### src/sv/acq_pkg.sv
package acq_pkg;

   // queue geometry
   localparam int QUEUE_DEPTH  = 16;
   localparam int COMMAND_BITS = 64;
   localparam int PTR_BITS     = $clog2(QUEUE_DEPTH);
   localparam int COUNT_BITS   = $clog2(QUEUE_DEPTH + 1);

   // request kinds
   typedef enum logic [3:0] {
      K_QUEUE     = 4'd0,
      K_ARM       = 4'd1,
      K_START     = 4'd2,
      K_TIMED     = 4'd3,
      K_CLEAR     = 4'd4,
      K_ESTOP     = 4'd5,
      K_CLR_FAULT = 4'd6,
      K_DONE      = 4'd7,
      K_FAULT     = 4'd8,
      K_TICK      = 4'd9
   } kind_type;

   // operation status codes
   typedef enum logic [2:0] {
      ST_OK      = 3'd0,
      ST_FULL    = 3'd1,
      ST_EMPTY   = 3'd2,
      ST_INVALID = 3'd3,
      ST_EXPIRED = 3'd4
   } status_type;

   // controller modes
   typedef enum logic [2:0] {
      M_IDLE    = 3'd0,
      M_ARMED   = 3'd1,
      M_RUNNING = 3'd2,
      M_FAULT   = 3'd3,
      M_ESTOP   = 3'd4
   } mode_type;

   // command store ports
   typedef struct packed {
      logic                    en;
      logic [PTR_BITS-1:0]     addr;
      logic [COMMAND_BITS-1:0] data;
   } store_wr_type;

   typedef struct packed {
      logic                en;
      logic [PTR_BITS-1:0] addr;
   } store_rd_type;

endpackage

### src/sv/acq_req_if.sv
interface acq_req_if;
   logic        valid;
   logic        ready;
   logic [3:0]  kind;
   logic [63:0] command_word;
   logic [31:0] target_tick;
   logic [31:0] now_tick;

   modport source (output valid, kind, command_word, target_tick, now_tick, input ready);
   modport sink (input valid, kind, command_word, target_tick, now_tick, output ready);
endinterface

### src/sv/acq_rsp_if.sv
interface acq_rsp_if;
   logic        valid;
   logic        ready;
   logic        command_valid;
   logic [63:0] command_out;
   logic        hard_stop;
   logic        status_valid;
   logic [2:0]  status;
   logic [2:0]  controller_state;
   logic [4:0]  queue_count;
   logic        last;

   modport source (output valid, command_valid, command_out, hard_stop, status_valid,
                   status, controller_state, queue_count, last, input ready);
   modport sink (input valid, command_valid, command_out, hard_stop, status_valid,
                 status, controller_state, queue_count, last, output ready);
endinterface

### src/sv/acq_store.sv
module acq_store (
   input  logic                                clock,
   input  acq_pkg::store_wr_type               wr,
   input  acq_pkg::store_rd_type               rd,
   output logic [acq_pkg::COMMAND_BITS-1:0]    rd_data
);

   logic [acq_pkg::COMMAND_BITS-1:0] mem [acq_pkg::QUEUE_DEPTH];
   logic [acq_pkg::COMMAND_BITS-1:0] rd_data_ff;

   // one write port, one registered read port; read data holds when idle
   always_ff @(posedge clock) begin
      if (wr.en) begin
         mem[wr.addr] <= wr.data;
      end
      if (rd.en) begin
         rd_data_ff <= mem[rd.addr];
      end
   end

   assign rd_data = rd_data_ff;

endmodule

### src/sv/armed_command_queue_unit.sv
// Armed command queue: motor command FIFO behind a five-state controller.
// Requests arrive on req_ch (valid/ready); each request yields one or more
// results on rsp_ch, the final one flagged by last.
// For most requests the result is registered and shows up on rsp_ch
// the cycle after the request is taken.
// A start, or a timed start firing on a tick while armed, streams every
// queued command from the command store: first the store read of the
// first command, then one command per cycle while the receiver takes
// results, then the ok status; only then is the next request taken. The
// single read port of the command store sets that rate.
// A request is taken only while no flush is in progress and the result
// register is empty or being emptied in the same cycle; when the receiver
// stalls, the current result holds and req_ch.ready drops.
// Reset (synchronous, active high) empties the queue, returns to idle,
// drops any waiting timed start and empties the result register. The
// command store itself is not cleared; only counted entries are read.
module armed_command_queue_unit (
   input logic       clock,
   input logic       reset,
   acq_req_if.sink   req_ch,
   acq_rsp_if.source rsp_ch
);

   localparam logic [acq_pkg::PTR_BITS-1:0] LastPtr =
      acq_pkg::PTR_BITS'(acq_pkg::QUEUE_DEPTH - 1);
   localparam logic [acq_pkg::COUNT_BITS-1:0] FullCount =
      acq_pkg::COUNT_BITS'(acq_pkg::QUEUE_DEPTH);

   typedef enum logic [1:0] {
      S_IDLE,
      S_FLUSH,
      S_STATUS
   } state_type;

   state_type                        state_ff, state_in;
   acq_pkg::mode_type                mode_ff, mode_in;
   logic [acq_pkg::PTR_BITS-1:0]     rd_ptr_ff, rd_ptr_in;
   logic [acq_pkg::PTR_BITS-1:0]     wr_ptr_ff, wr_ptr_in;
   logic [acq_pkg::COUNT_BITS-1:0]   count_ff, count_in;
   logic                             waiting_ff, waiting_in;
   logic [31:0]                      target_ff, target_in;

   logic                             rsp_valid_ff, rsp_valid_in;
   logic                             rsp_cmd_valid_ff, rsp_cmd_valid_in;
   logic [63:0]                      rsp_cmd_ff, rsp_cmd_in;
   logic                             rsp_hard_ff, rsp_hard_in;
   logic                             rsp_stat_valid_ff, rsp_stat_valid_in;
   acq_pkg::status_type              rsp_status_ff, rsp_status_in;
   acq_pkg::mode_type                rsp_mode_ff, rsp_mode_in;
   logic [4:0]                       rsp_count_ff, rsp_count_in;
   logic                             rsp_last_ff, rsp_last_in;

   acq_pkg::store_wr_type            store_wr;
   acq_pkg::store_rd_type            store_rd;
   logic [acq_pkg::COMMAND_BITS-1:0] store_data;

   logic                             load;
   logic                             accept;
   logic [31:0]                      start_diff;
   logic [31:0]                      due_diff;
   logic                             due;

   // emit fields for this cycle
   logic                             o_load;
   logic                             o_cmd_valid;
   logic [63:0]                      o_cmd;
   logic                             o_hard;
   logic                             o_stat_valid;
   acq_pkg::status_type              o_status;
   logic                             o_last;

   function automatic logic [acq_pkg::PTR_BITS-1:0] ptr_next(
      input logic [acq_pkg::PTR_BITS-1:0] p
   );
      ptr_next = (p == LastPtr) ? '0 : p + 1'b1;
   endfunction

   acq_store u_store (
      .clock   (clock),
      .wr      (store_wr),
      .rd      (store_rd),
      .rd_data (store_data)
   );

   // handshake
   assign load          = !rsp_valid_ff || rsp_ch.ready;
   assign req_ch.ready  = (state_ff == S_IDLE) && load;
   assign accept        = req_ch.valid && req_ch.ready;

   // signed tick distances
   assign start_diff = req_ch.target_tick - req_ch.now_tick;
   assign due_diff   = target_ff - req_ch.now_tick;
   assign due        = (due_diff == 32'd0) || due_diff[31];

   // controller and flush sequencer
   always_comb begin
      state_in   = state_ff;
      mode_in    = mode_ff;
      rd_ptr_in  = rd_ptr_ff;
      wr_ptr_in  = wr_ptr_ff;
      count_in   = count_ff;
      waiting_in = waiting_ff;
      target_in  = target_ff;

      store_wr.en   = 1'b0;
      store_wr.addr = wr_ptr_ff;
      store_wr.data = req_ch.command_word[acq_pkg::COMMAND_BITS-1:0];
      store_rd.en   = 1'b0;
      store_rd.addr = rd_ptr_ff;

      o_load       = 1'b0;
      o_cmd_valid  = 1'b0;
      o_cmd        = '0;
      o_hard       = 1'b0;
      o_stat_valid = 1'b0;
      o_status     = acq_pkg::ST_OK;
      o_last       = 1'b1;

      case (state_ff)
         S_IDLE: begin
            if (accept) begin
               o_load = 1'b1;
               case (req_ch.kind)
                  acq_pkg::K_QUEUE: begin
                     o_stat_valid = 1'b1;
                     if (mode_ff != acq_pkg::M_IDLE) begin
                        o_status = acq_pkg::ST_INVALID;
                     end else if (count_ff >= FullCount) begin
                        o_status = acq_pkg::ST_FULL;
                     end else begin
                        store_wr.en = 1'b1;
                        wr_ptr_in   = ptr_next(wr_ptr_ff);
                        count_in    = count_ff + 1'b1;
                     end
                  end
                  acq_pkg::K_ARM: begin
                     o_stat_valid = 1'b1;
                     if (mode_ff != acq_pkg::M_IDLE) begin
                        o_status = acq_pkg::ST_INVALID;
                     end else if (count_ff == '0) begin
                        o_status = acq_pkg::ST_EMPTY;
                     end else begin
                        mode_in = acq_pkg::M_ARMED;
                     end
                  end
                  acq_pkg::K_START: begin
                     if (mode_ff != acq_pkg::M_ARMED) begin
                        o_stat_valid = 1'b1;
                        o_status     = acq_pkg::ST_INVALID;
                     end else if (count_ff != '0) begin
                        o_load         = 1'b0;
                        state_in       = S_FLUSH;
                        store_rd.en    = 1'b1;
                     end else begin
                        mode_in      = acq_pkg::M_RUNNING;
                        o_stat_valid = 1'b1;
                     end
                  end
                  acq_pkg::K_TIMED: begin
                     if (mode_ff != acq_pkg::M_ARMED || waiting_ff) begin
                        o_stat_valid = 1'b1;
                        o_status     = acq_pkg::ST_INVALID;
                     end else if (start_diff[31]) begin
                        o_stat_valid = 1'b1;
                        o_status     = acq_pkg::ST_EXPIRED;
                     end else begin
                        waiting_in = 1'b1;
                        target_in  = req_ch.target_tick;
                     end
                  end
                  acq_pkg::K_CLEAR: begin
                     o_stat_valid = 1'b1;
                     if (mode_ff == acq_pkg::M_RUNNING) begin
                        o_status = acq_pkg::ST_INVALID;
                     end else begin
                        rd_ptr_in = '0;
                        wr_ptr_in = '0;
                        count_in  = '0;
                        if (!(mode_ff inside {acq_pkg::M_FAULT, acq_pkg::M_ESTOP})) begin
                           mode_in = acq_pkg::M_IDLE;
                        end
                     end
                  end
                  acq_pkg::K_ESTOP: begin
                     rd_ptr_in   = '0;
                     wr_ptr_in   = '0;
                     count_in    = '0;
                     mode_in     = acq_pkg::M_ESTOP;
                     o_cmd_valid = 1'b1;
                     o_hard      = 1'b1;
                  end
                  acq_pkg::K_CLR_FAULT: begin
                     o_stat_valid = 1'b1;
                     if (!(mode_ff inside {acq_pkg::M_FAULT, acq_pkg::M_ESTOP})) begin
                        o_status = acq_pkg::ST_INVALID;
                     end else begin
                        rd_ptr_in = '0;
                        wr_ptr_in = '0;
                        count_in  = '0;
                        mode_in   = acq_pkg::M_IDLE;
                     end
                  end
                  acq_pkg::K_DONE: begin
                     if (mode_ff == acq_pkg::M_RUNNING) begin
                        mode_in = acq_pkg::M_IDLE;
                     end
                  end
                  acq_pkg::K_FAULT: begin
                     mode_in = acq_pkg::M_FAULT;
                  end
                  acq_pkg::K_TICK: begin
                     if (waiting_ff && due) begin
                        waiting_in = 1'b0;
                        if (mode_ff != acq_pkg::M_ARMED) begin
                           o_stat_valid = 1'b1;
                           o_status     = acq_pkg::ST_INVALID;
                        end else if (count_ff != '0) begin
                           o_load      = 1'b0;
                           state_in    = S_FLUSH;
                           store_rd.en = 1'b1;
                        end else begin
                           mode_in      = acq_pkg::M_RUNNING;
                           o_stat_valid = 1'b1;
                        end
                     end
                  end
                  default: begin
                  end
               endcase
            end
         end
         S_FLUSH: begin
            // read data for rd_ptr_ff is in the store output register
            if (load) begin
               o_load      = 1'b1;
               o_cmd_valid = 1'b1;
               o_cmd       = 64'(store_data);
               o_last      = 1'b0;
               rd_ptr_in   = ptr_next(rd_ptr_ff);
               count_in    = count_ff - 1'b1;
               if (count_ff > acq_pkg::COUNT_BITS'(1)) begin
                  store_rd.en   = 1'b1;
                  store_rd.addr = ptr_next(rd_ptr_ff);
               end else begin
                  state_in = S_STATUS;
               end
            end
         end
         S_STATUS: begin
            if (load) begin
               o_load       = 1'b1;
               o_stat_valid = 1'b1;
               mode_in      = acq_pkg::M_RUNNING;
               state_in     = S_IDLE;
            end
         end
         default: begin
            state_in = S_IDLE;
         end
      endcase

      // result register
      rsp_valid_in      = rsp_valid_ff && !rsp_ch.ready;
      rsp_cmd_valid_in  = rsp_cmd_valid_ff;
      rsp_cmd_in        = rsp_cmd_ff;
      rsp_hard_in       = rsp_hard_ff;
      rsp_stat_valid_in = rsp_stat_valid_ff;
      rsp_status_in     = rsp_status_ff;
      rsp_mode_in       = rsp_mode_ff;
      rsp_count_in      = rsp_count_ff;
      rsp_last_in       = rsp_last_ff;
      if (o_load) begin
         rsp_valid_in      = 1'b1;
         rsp_cmd_valid_in  = o_cmd_valid;
         rsp_cmd_in        = o_cmd;
         rsp_hard_in       = o_hard;
         rsp_stat_valid_in = o_stat_valid;
         rsp_status_in     = o_stat_valid ? o_status : acq_pkg::ST_OK;
         rsp_mode_in       = mode_in;
         rsp_count_in      = 5'(count_in);
         rsp_last_in       = o_last;
      end
   end

   // state and registered outputs
   always_ff @(posedge clock) begin
      if (reset) begin
         state_ff     <= S_IDLE;
         mode_ff      <= acq_pkg::M_IDLE;
         rd_ptr_ff    <= '0;
         wr_ptr_ff    <= '0;
         count_ff     <= '0;
         waiting_ff   <= 1'b0;
         target_ff    <= '0;
         rsp_valid_ff <= 1'b0;
      end else begin
         state_ff     <= state_in;
         mode_ff      <= mode_in;
         rd_ptr_ff    <= rd_ptr_in;
         wr_ptr_ff    <= wr_ptr_in;
         count_ff     <= count_in;
         waiting_ff   <= waiting_in;
         target_ff    <= target_in;
         rsp_valid_ff <= rsp_valid_in;
      end
      rsp_cmd_valid_ff  <= rsp_cmd_valid_in;
      rsp_cmd_ff        <= rsp_cmd_in;
      rsp_hard_ff       <= rsp_hard_in;
      rsp_stat_valid_ff <= rsp_stat_valid_in;
      rsp_status_ff     <= rsp_status_in;
      rsp_mode_ff       <= rsp_mode_in;
      rsp_count_ff      <= rsp_count_in;
      rsp_last_ff       <= rsp_last_in;
   end

   // result channel
   assign rsp_ch.valid            = rsp_valid_ff;
   assign rsp_ch.command_valid    = rsp_cmd_valid_ff;
   assign rsp_ch.command_out      = rsp_cmd_ff;
   assign rsp_ch.hard_stop        = rsp_hard_ff;
   assign rsp_ch.status_valid     = rsp_stat_valid_ff;
   assign rsp_ch.status           = rsp_status_ff;
   assign rsp_ch.controller_state = rsp_mode_ff;
   assign rsp_ch.queue_count      = rsp_count_ff;
   assign rsp_ch.last             = rsp_last_ff;

   // pending count never passes the queue depth
   assert property (@(posedge clock) disable iff (reset) count_ff <= FullCount)
      else $error("pending count above queue depth");

   // armed between requests always has something to flush
   assert property (@(posedge clock) disable iff (reset)
      (state_ff == S_IDLE && mode_ff == acq_pkg::M_ARMED) |-> (count_ff != '0))
      else $error("armed with an empty queue");

   // a flush runs only from armed and never on an empty queue
   assert property (@(posedge clock) disable iff (reset)
      (state_ff == S_FLUSH) |-> (mode_ff == acq_pkg::M_ARMED && count_ff != '0))
      else $error("flush outside armed or with empty queue");

   // the flush ends with the ok status that enters running
   assert property (@(posedge clock) disable iff (reset)
      (state_ff == S_STATUS && load) |=>
         (rsp_valid_ff && rsp_last_ff && rsp_mode_ff == acq_pkg::M_RUNNING))
      else $error("flush not closed by running status");

endmodule

### src/flat_wrapper.sv
// flat-port wrapper written by rule: the top's interface ports become plain ports
module armed_command_queue_unit_flat 
  (clock, reset, req_ch_valid, req_ch_kind, req_ch_command_word, req_ch_target_tick, req_ch_now_tick, req_ch_ready, rsp_ch_valid, rsp_ch_command_valid, rsp_ch_command_out, rsp_ch_hard_stop, rsp_ch_status_valid, rsp_ch_status, rsp_ch_controller_state, rsp_ch_queue_count, rsp_ch_last, rsp_ch_ready);
  acq_req_if req_ch_i ();
  acq_rsp_if rsp_ch_i ();
  input logic clock;
  input logic reset;
  input wire logic [$bits(req_ch_i.valid)-1:0] req_ch_valid;
  input wire logic [$bits(req_ch_i.kind)-1:0] req_ch_kind;
  input wire logic [$bits(req_ch_i.command_word)-1:0] req_ch_command_word;
  input wire logic [$bits(req_ch_i.target_tick)-1:0] req_ch_target_tick;
  input wire logic [$bits(req_ch_i.now_tick)-1:0] req_ch_now_tick;
  output wire logic [$bits(req_ch_i.ready)-1:0] req_ch_ready;
  output wire logic [$bits(rsp_ch_i.valid)-1:0] rsp_ch_valid;
  output wire logic [$bits(rsp_ch_i.command_valid)-1:0] rsp_ch_command_valid;
  output wire logic [$bits(rsp_ch_i.command_out)-1:0] rsp_ch_command_out;
  output wire logic [$bits(rsp_ch_i.hard_stop)-1:0] rsp_ch_hard_stop;
  output wire logic [$bits(rsp_ch_i.status_valid)-1:0] rsp_ch_status_valid;
  output wire logic [$bits(rsp_ch_i.status)-1:0] rsp_ch_status;
  output wire logic [$bits(rsp_ch_i.controller_state)-1:0] rsp_ch_controller_state;
  output wire logic [$bits(rsp_ch_i.queue_count)-1:0] rsp_ch_queue_count;
  output wire logic [$bits(rsp_ch_i.last)-1:0] rsp_ch_last;
  input wire logic [$bits(rsp_ch_i.ready)-1:0] rsp_ch_ready;
  assign req_ch_i.valid = req_ch_valid;
  assign req_ch_i.kind = req_ch_kind;
  assign req_ch_i.command_word = req_ch_command_word;
  assign req_ch_i.target_tick = req_ch_target_tick;
  assign req_ch_i.now_tick = req_ch_now_tick;
  assign req_ch_ready = req_ch_i.ready;
  assign rsp_ch_valid = rsp_ch_i.valid;
  assign rsp_ch_command_valid = rsp_ch_i.command_valid;
  assign rsp_ch_command_out = rsp_ch_i.command_out;
  assign rsp_ch_hard_stop = rsp_ch_i.hard_stop;
  assign rsp_ch_status_valid = rsp_ch_i.status_valid;
  assign rsp_ch_status = rsp_ch_i.status;
  assign rsp_ch_controller_state = rsp_ch_i.controller_state;
  assign rsp_ch_queue_count = rsp_ch_i.queue_count;
  assign rsp_ch_last = rsp_ch_i.last;
  assign rsp_ch_i.ready = rsp_ch_ready;
  armed_command_queue_unit u_core (.clock(clock), .reset(reset), .req_ch(req_ch_i), .rsp_ch(rsp_ch_i));
endmodule
### config.mk
export PLATFORM = sky130hd
export DESIGN_NAME = armed_command_queue_unit_flat
export DESIGN_NICKNAME = d
export VERILOG_FILES = /design/src/sv/acq_pkg.sv /design/src/sv/acq_req_if.sv /design/src/sv/acq_rsp_if.sv /design/src/sv/acq_store.sv /design/src/sv/armed_command_queue_unit.sv /design/src/flat_wrapper.sv
export SDC_FILE = /design/constraint.sdc
export NUM_CORES = 1
export LEC_CHECK = 0
export BUFFER_PORTS_ARGS = -buffer_cell sky130_fd_sc_hd__buf_2
export CAP_MARGIN = 20
export CORE_UTILIZATION = 50
export DETAILED_ROUTE_END_ITERATION = 7
export PLACE_DENSITY = 0.7
export RECOVER_POWER = 25
export SKIP_LAST_GASP = 1
export SYNTH_ARGS = -nofsm -noshare
export SYNTH_HDL_FRONTEND = slang
export SYNTH_SLANG_ARGS = --single-unit
export TNS_END_PERCENT = 20
### constraint.sdc
create_clock -name clock -period 14.4 [get_ports clock]
set_input_delay 1.44 -clock clock [delete_from_list [all_inputs] [get_ports clock]]
set_output_delay 1.44 -clock clock [all_outputs]
set_load 0.01 [all_outputs]
==> results of run 1 <==
-- cell families after synthesis --
kind of cell,Yosys count,share of synthesized area
buf+inv,316,0.0238
compound gates,938,0.129
flops,1219,0.711
xor+xnor,20,0.00345
fa+ha+maj,74,0.0184
mux,47,0.00934
simple gates,1125,0.105
-- layer usage --
layer	vias to the layer above	wire length, um
li1	14600	-
met1	15600	51600
met2	1170	56800
met3	213	8030
met4	12	2820
met5	-	79
-- through the flow --
stage	std cells	hold WS (ps)	worst slack, ps	power [mW]	util
2_1_floorplan	3739	463	5350	4.05	-
3_3_place_gp	5100	481	7950	4.13	0.530
3_5_place_dp	5101	491	7890	4.14	0.530
4_1_cts	5318	507	8630	7.11	0.568
5_1_grt	5320	520	8050	7.26	0.567
6_report	5320	504	8570	7.06	0.567
-- worst max-delay path by stage --
stage / start / to / slack, ps / cells past startpoint
3_5_place_dp: rsp_ch_ready / u_core.u_store.rd_data[44] / 7890 / 12
2_1_floorplan: req_ch_now_tick[4] / u_core.u_store.rd_data[0] / 5350 / 14
3_3_place_gp: req_ch_now_tick[18] / u_core.u_store.rd_data[17] / 7950 / 16
5_1_grt: rsp_ch_ready / u_core.u_store.rd_data[51] / 8050 / 12
4_1_cts: rsp_ch_ready / u_core.u_store.rd_data[51] / 8630 / 12
6_report: rsp_ch_ready / u_core.u_store.rd_data[51] / 8570 / 12
-- synth_stat cells, types with 11 or more instances --
cell,count
a21oi_1,198
mux2i_1,44
a311oi_1,131
a211oi_1,328
nand3_1,19
edfxtp_1,1167
dfxtp_1,52
buf_1,18
and2_1,246
nor3_1,20
xnor2_1,11
nand2b_1,17
and2_0,16
inv_1,55
o21ai_0,49
nand2_1,584
ha_1,73
a31oi_1,138
and3_1,74
nor2_1,90
a21o_1,21
nor2b_1,11
clkbuf_1,224
buf_2,16
-- cell type report --
cell class	instances	area, um^2	share of cell area
antenna	1	2.50	0.0000440
clock buffer	146	3080	0.0541
clock inverter	71	693	0.0122
inverter	57	214	0.00376
multi-input combinational	2204	13700	0.240
sequential	1219	36100	0.634
tap	1357	1700	0.0298
timing repair buffer	265	1470	0.0258
-- state kept, by name, summed over array words and instances, names as in the netlist --
| name | count |
|---|---|
| u_core.u_store.mem | 1024 |
| u_core.rsp_ch.command_out | 64 |
| u_core.u_store.rd_data | 64 |
| u_core.target_ff | 32 |
| u_core.count_ff | 5 |
| u_core.rsp_ch.queue_count | 5 |
| u_core.rd_ptr_ff | 4 |
| u_core.wr_ptr_ff | 4 |
| u_core.mode_ff | 3 |
| u_core.rsp_ch.controller_state | 3 |
| u_core.rsp_ch.status | 3 |
| u_core.state_ff | 2 |
| u_core.rsp_ch.command_valid | 1 |
| u_core.rsp_ch.hard_stop | 1 |
| u_core.rsp_ch.last | 1 |
| u_core.rsp_ch.status_valid | 1 |
| u_core.rsp_ch.valid | 1 |
| u_core.waiting_ff | 1 |
-- report_power, final --
group | total, mW | leakage [nW] | switching (mW) | internal [mW]
sequential | 3.90 | 11.0 | 0.00518 | 3.89
clock | 3.00 | 1.82 | 1.32 | 1.69
combinational | 0.164 | 6.67 | 0.117 | 0.0473
-- placed cells by master (no fill, tap or decap), types with 8 or more instances in the layout --
cell / instances
a211oi_1: 328
a21o_1: 21
a21oi_1: 198
a311oi_1: 131
a31oi_1: 138
and2_0: 16
and2_1: 246
and3_1: 74
buf_2: 163
buf_4: 43
bufinv_16: 9
clkbuf_1: 80
clkbuf_16: 119
clkinv_1: 26
clkinv_2: 18
dfxtp_1: 52
edfxtp_1: 1167
ha_1: 72
inv_1: 55
mux2i_1: 42
nand2_1: 584
nand2b_1: 16
nand3_1: 19
nand4_1: 10
nor2_1: 78
nor2_4: 12
nor2b_1: 11
nor3_1: 16
nor4_1: 8
o21a_1: 10
o21ai_0: 48
xnor2_1: 10
xor2_1: 9
-- worst max-delay path: cells and delay by family --
family	cells	cell delay [ps]
multiplexers	1	990
buffers and inverters	3	1780
AO/OA/AOI/OAI	4	670
AND/OR/NAND/NOR	4	1320
==> key figures, run 1 <==
STA
  • Final hold viol count: 0
  • Headroom to the max-slew limit: 0.178
  • RSZ-0062 raised after global routing: no
  • Fmax: 172 MHz
  • Min cycle time layout: around 6000 ps
  • Clock Skew: ~32 ps
  • Period utilization: 0.405
  • Setup TNS: 0 ps
  • Final slew viol count: 0
  • Final Setup Violations: 0
  • Worst slew pin tran: approximately 1200 ps

Synthesis
  • Predominant post-synthesis flop cell: edfxtp_1
  • Distinct cells, synth: 76
  • Syn. warnings: 0
  • Syn_nets: roughly 3,900
  • Post-synth EDFFs: ~1,200
  • Syn Area/Cell: around 14 um^2
  • Post-Synthesis Cells: about 3,700
  • Synth async-reset ratio: 0
  • Flops & latches, synth: roughly 1,200
  • Synth area leader: edfxtp_1
  • Post-Syn Area: approximately 0.051 mm^2
  • Largest cells by area after synthesis: edfxtp_1, a211oi_1, nand2_1
  • Part of the Yosys area used for sequential elements: 0.711
  • Synth top area share: 0.691

Outcome
  • Outcome: complete, no violations

Clock network
  • TritonCTS Sinks: roughly 1,200
  • Clk root buf: clkbuf_16
  • Post-CTS Setup Bufs: 0
  • TritonCTS buffer count: about 120
  • CTS tree: yes
  • Clock Tree Buf Depth: 3
  • CTS clk-pin slew, worst paths: around 70 ps
  • Post_cts resized: 0
  • Clock Latency Late Sink: 720 ps
  • Post-cts hold buffer count: 0
  • H-Tree Depth: 3

Placement
  • Post-place instance area: between 0.05 and 0.06 mm^2
  • RD Place Congestion: 0.878
  • I/O Buffers: 216
  • Dpl hpwl: about 62,000 um

Detailed routing
  • Vias: 31,600
  • DRT Wirelength: about 120,000 um
  • DR pass1 iterations: 6
  • # DRC: 0
  • Vias/cell: roughly 5.9
  • Post-DR wirelength/cell: between 20 and 25 um
  • Antenna-violating nets left: 0
  • DRT iter0 DRCs: 3,006

GRT
  • Initial antenna violation count: 13
  • Number of global-route vias before repair: approximately 30,000
  • GR Util All Layers: 0.230
  • GR peak layer: met2
  • GRT met2 Usage: 0.372
  • Gr ovfl total: 0
  • Largest net degree at the start of global routing: ~230
  • Global-route wire length before repair: between 150,000 and 200,000 um
  • Met3 Usage GRT: 0.0339
  • Met1 Usage GRT: 0.322

Setup path
  • Worst endpoint required time: 14,950 ps
  • Crit path cell chain: buf_2 > nor2b_1 > nor2_1 > nand2_1 > mux2_8 > buf_12 > buf_4 > and2_1 > a211oi_1 > a311oi_1 > a21oi_1 > a21oi_1
  • Reg2Reg Setup Slack: between 8000 and 9000 ps
  • Worst Reg-to-Reg Cells: 12
  • Critical Path AT: between 6000 and 7000 ps
  • CP endpoint kind: flop
  • Reg-to-reg startpoint: u_core.count_ff[1]
  • Crit Path Category: input pin to flop
  • CP peak stage delay: slightly below 1000 ps
  • Setup crit start kind: input pin
  • Slowest cell on crit path: mux2_8
  • Top cell by count, worst path: a21oi_1
  • Worst Path Max Fanout: 220
  • RR Endpoint: u_core.u_store.rd_data[51]

Floorplan
  • Starting density of the core: 0.506
  • I/O Pins: approximately 220
  • Chip height: about 320 um
  • Core Area: between 0.1 and 0.15 mm^2
  • Die Area: between 0.1 and 0.15 mm^2
  • Row count: approximately 120
  • Horiz. Die Dim: 321 um

Hold path
  • Hold_sp: u_core.target_ff[11]
  • Hold WC Path Type: flop to flop
  • Hold Crit Endpoint: u_core.target_ff[11]
  • Worst hold stages: 2

Layout
  • Nets: just over 4,000
  • Synthesis-to-layout area growth: 12.1%
  • Final Cell Area: 0.0569 mm^2
  • Fillers: 7,909
  • Share of layout cells above drive strength 1: 0.107

Flow run
  • Max Cap Viol: 0

Power and ir drop
  • Power Density: roughly 120 mW/mm^2
  • Leak: roughly 19 nW
  • Peak VDD IR: between 0.1 and 0.15 mV
Power figures use the tool's default switching activity.
==> run 2, diff against run 1 <==
- clock period: 14.4 -> 5.4 ns (I/O delays scaled with it)
==> run 2 against run 1 <==
Sequential share of layout area decreased by 0.74 points. Hold slack got worse by 420 ps. Power grew to 2.7 times the previous value. Global-route usage about the same. Critical endpoint is now u_core.u_store.rd_data[63].
==> key figures, run 2 (synthesis gave the netlist of run 1 again) <==
Setup path
  • Worst Reg-to-Reg Cells: 12 (unchanged)
  • Worst endpoint required time: 5820 ps (-9130 ps)
  • Setup crit start kind: flop
  • Crit path launch: u_core.state_ff[1]
  • Reg-to-reg startpoint: u_core.state_ff[1]
  • Worst Path Max Fanout: 100 (-55%)
  • Crit Path Category: flop to flop
  • RR Endpoint: u_core.u_store.rd_data[63]
  • Crit path capture: u_core.u_store.rd_data[63]
  • CP endpoint kind: flop
  • Reg2Reg Setup Slack: 850 ps (-7790 ps)
  • Critical Path AT: 4980 ps (-1400 ps)

Clock network
  • CTS tree: yes
  • TritonCTS Sinks: 1,219 (unchanged)
  • CTS clk-pin slew, worst paths: 60 ps (about the same)
  • Post_cts resized: 0 (unchanged)
  • Clock Latency Late Sink: 710 ps (about the same)
  • Post-CTS Setup Bufs: 0 (unchanged)
  • H-Tree Depth: 3 (unchanged)
  • Clk root buf: clkbuf_16
  • Clock Tree Buf Depth: 3 (unchanged)
  • Post-cts hold buffer count: 0 (unchanged)
  • TritonCTS buffer count: 118 (unchanged)

Layout
  • Commonest non-fill, non-tap cell in the layout: edfxtp_1
  • Top reg by flops: u_core.u_store.mem
  • Nets: 4,116 (+1.0%)
  • Non-filler instance count after layout: 5,369 (+0.92%)
  • Synthesis-to-layout area growth: 13.4%
  • Most frequent cells in the layout: edfxtp_1, nand2_1, a211oi_1, and2_1, a21oi_1
  • Final Cell Area: 0.0576 mm^2 (+1.2%)
  • Max FFs per register: 1,024 (unchanged)
  • Share of layout cells above drive strength 1: 0.119 (+0.0118)
  • Fillers: 7,811 (-1.2%)

Detailed routing
  • Post-DR wirelength/cell: 22.1 um (-1.3%)
  • DR pass1 iterations: 6 (unchanged)
  • DRT Wirelength: 119,000 um (-0.34%)
  • Antenna-violating nets left: 0 (unchanged)
  • Vias: 31,600 (-0.038%)
  • # DRC: 0 (unchanged)
  • DRT iter0 DRCs: 2,943 (-2.1%)
  • Vias/cell: 5.88 (-0.95%)

STA
  • Worst slew pin tran: 1020 ps (-213 ps)
  • Final Setup Violations: 0 (unchanged)
  • Fmax: between 200 and 250 MHz
  • RSZ-0062 raised after global routing: no
  • Period utilization: 0.843
  • Final hold viol count: 0 (unchanged)
  • Headroom to the max-slew limit: 0.320 (+0.142)
  • Min cycle time layout: roughly 4600 ps
  • WHS: 83.2 ps (-421 ps)
  • Clock Skew: 27.3 ps (-4.75 ps)
  • Final slew viol count: 0 (unchanged)

Placement
  • Dpl hpwl: 63,900 um (+3.6%)
  • I/O Buffers: 216 (unchanged)
  • Post-place instance area: 0.0539 mm^2 (+1.3%)
  • Dpl cells: 5,143 (+0.82%)
  • RD Place Congestion: 0.863 (-1.7%)

Power and ir drop
  • Peak VDD IR: 0.262 mV (+130%)
  • Pwr Total: 18.8 mW (+170%)
  • Leak: 19.8 nW (+1.7%)
  • Power Density: 326 mW/mm^2 (+160%)

Floorplan
  • Core Area: 0.100 mm^2 (unchanged)
  • Die Area: 0.103 mm^2 (unchanged)
  • Horiz. Die Dim: 321 um (unchanged)
  • Starting density of the core: 0.506 (unchanged)
  • Chip height: 321 um (unchanged)
  • Row count: 116 (unchanged)
  • I/O Pins: 217 (unchanged)

GRT
  • Number of global-route vias before repair: 30,500 (+1.5%)
  • Gr ovfl total: 0 (unchanged)
  • Initial antenna violation count: 15 (+2)
  • GR Util All Layers: 0.230 (+0.000448)
  • Global-route wire length before repair: 181,000 um (+0.56%)
  • Largest net degree at the start of global routing: 132 (-43%)

Flow run
  • Max Cap Viol: 0 (unchanged)

Outcome
  • Outcome: complete, no violations

Hold path
  • Hold WC Path Type: input pin to flop
## run 2: cell count changes in the layout (fill, tap and decap cells not counted), moves of 5 or more
cell | previous run | this run
buf_12 | 5 | 36
buf_4 | 43 | 54
clkinv_2 | 18 | 26
clkinv_1 | 26 | 21
diode_2 | 1 | 6
## run 2: through the flow
stage               worst slack, ps  TNS, ps  utilization
floorplan                     -1480  -349470            -
global placement                702        0        0.537
finish                          847        0        0.574
CTS                             914        0        0.574
global route                    463        0        0.574
detailed placement              577        0        0.537
## run 2: routing by layer
| layer | routed length [um] | GRT usage | vias up |
|---|---|---|---|
| li1 | - | - | 14700 |
| met1 | 51400 | 0.321 | 15600 |
| met2 | 56400 | 0.369 | 1065 |
| met3 | 8210 | 0.0407 | 196 |
| met4 | 2900 | 0.0695 | 12 |
| met5 | 84 | 0 | - |
## run 2: critical path: stages (launching register included)
cell and delay, ps:
dfxtp_1 350, inv_1 90, ha_2 180, inv_1 80
nor2_1 630, nand2_1 520, mux2_8 800, buf_4 370
and2_1 190, a211oi_1 60, a311oi_1 300, a21oi_1 100
a21oi_1 540
## run 2: how the worst min path moves through the flow
| stage | endpoint | cells after the start | start |
|---|---|---|---|
| after floorplan | u_core.target_ff[0] | 2 | u_core.target_ff[0] |
| after global placement | u_core.target_ff[0] | 2 | u_core.target_ff[0] |
| after detailed placement | u_core.target_ff[9] | 2 | u_core.target_ff[9] |
| after CTS | u_core.target_ff[21] | 3 | req_ch_target_tick[21] |
| after global routing | u_core.target_ff[22] | 3 | req_ch_target_tick[22] |
| final | u_core.target_ff[21] | 3 | req_ch_target_tick[21] |
## run 2: area by class of cell
cell class,instances,area (um^2),share of cell area
flip-flops and latches,1219,36100,0.627
inverters,57,214,0.00372
diodes,6,15.0,0.000261
clock inverters,70,598,0.0104
repair buffers,306,2140,0.0373
multi-input cells,2204,13700,0.237
clock buffers,150,3150,0.0546
well taps,1357,1700,0.0295
## run 2: where the power goes
part	switching (mW)	total, mW	internal, mW	leakage (nW)
registers	0.0160	10.4	10.4	11.0
logic	0.308	0.437	0.129	6.99
clock network	3.47	7.93	4.46	1.83
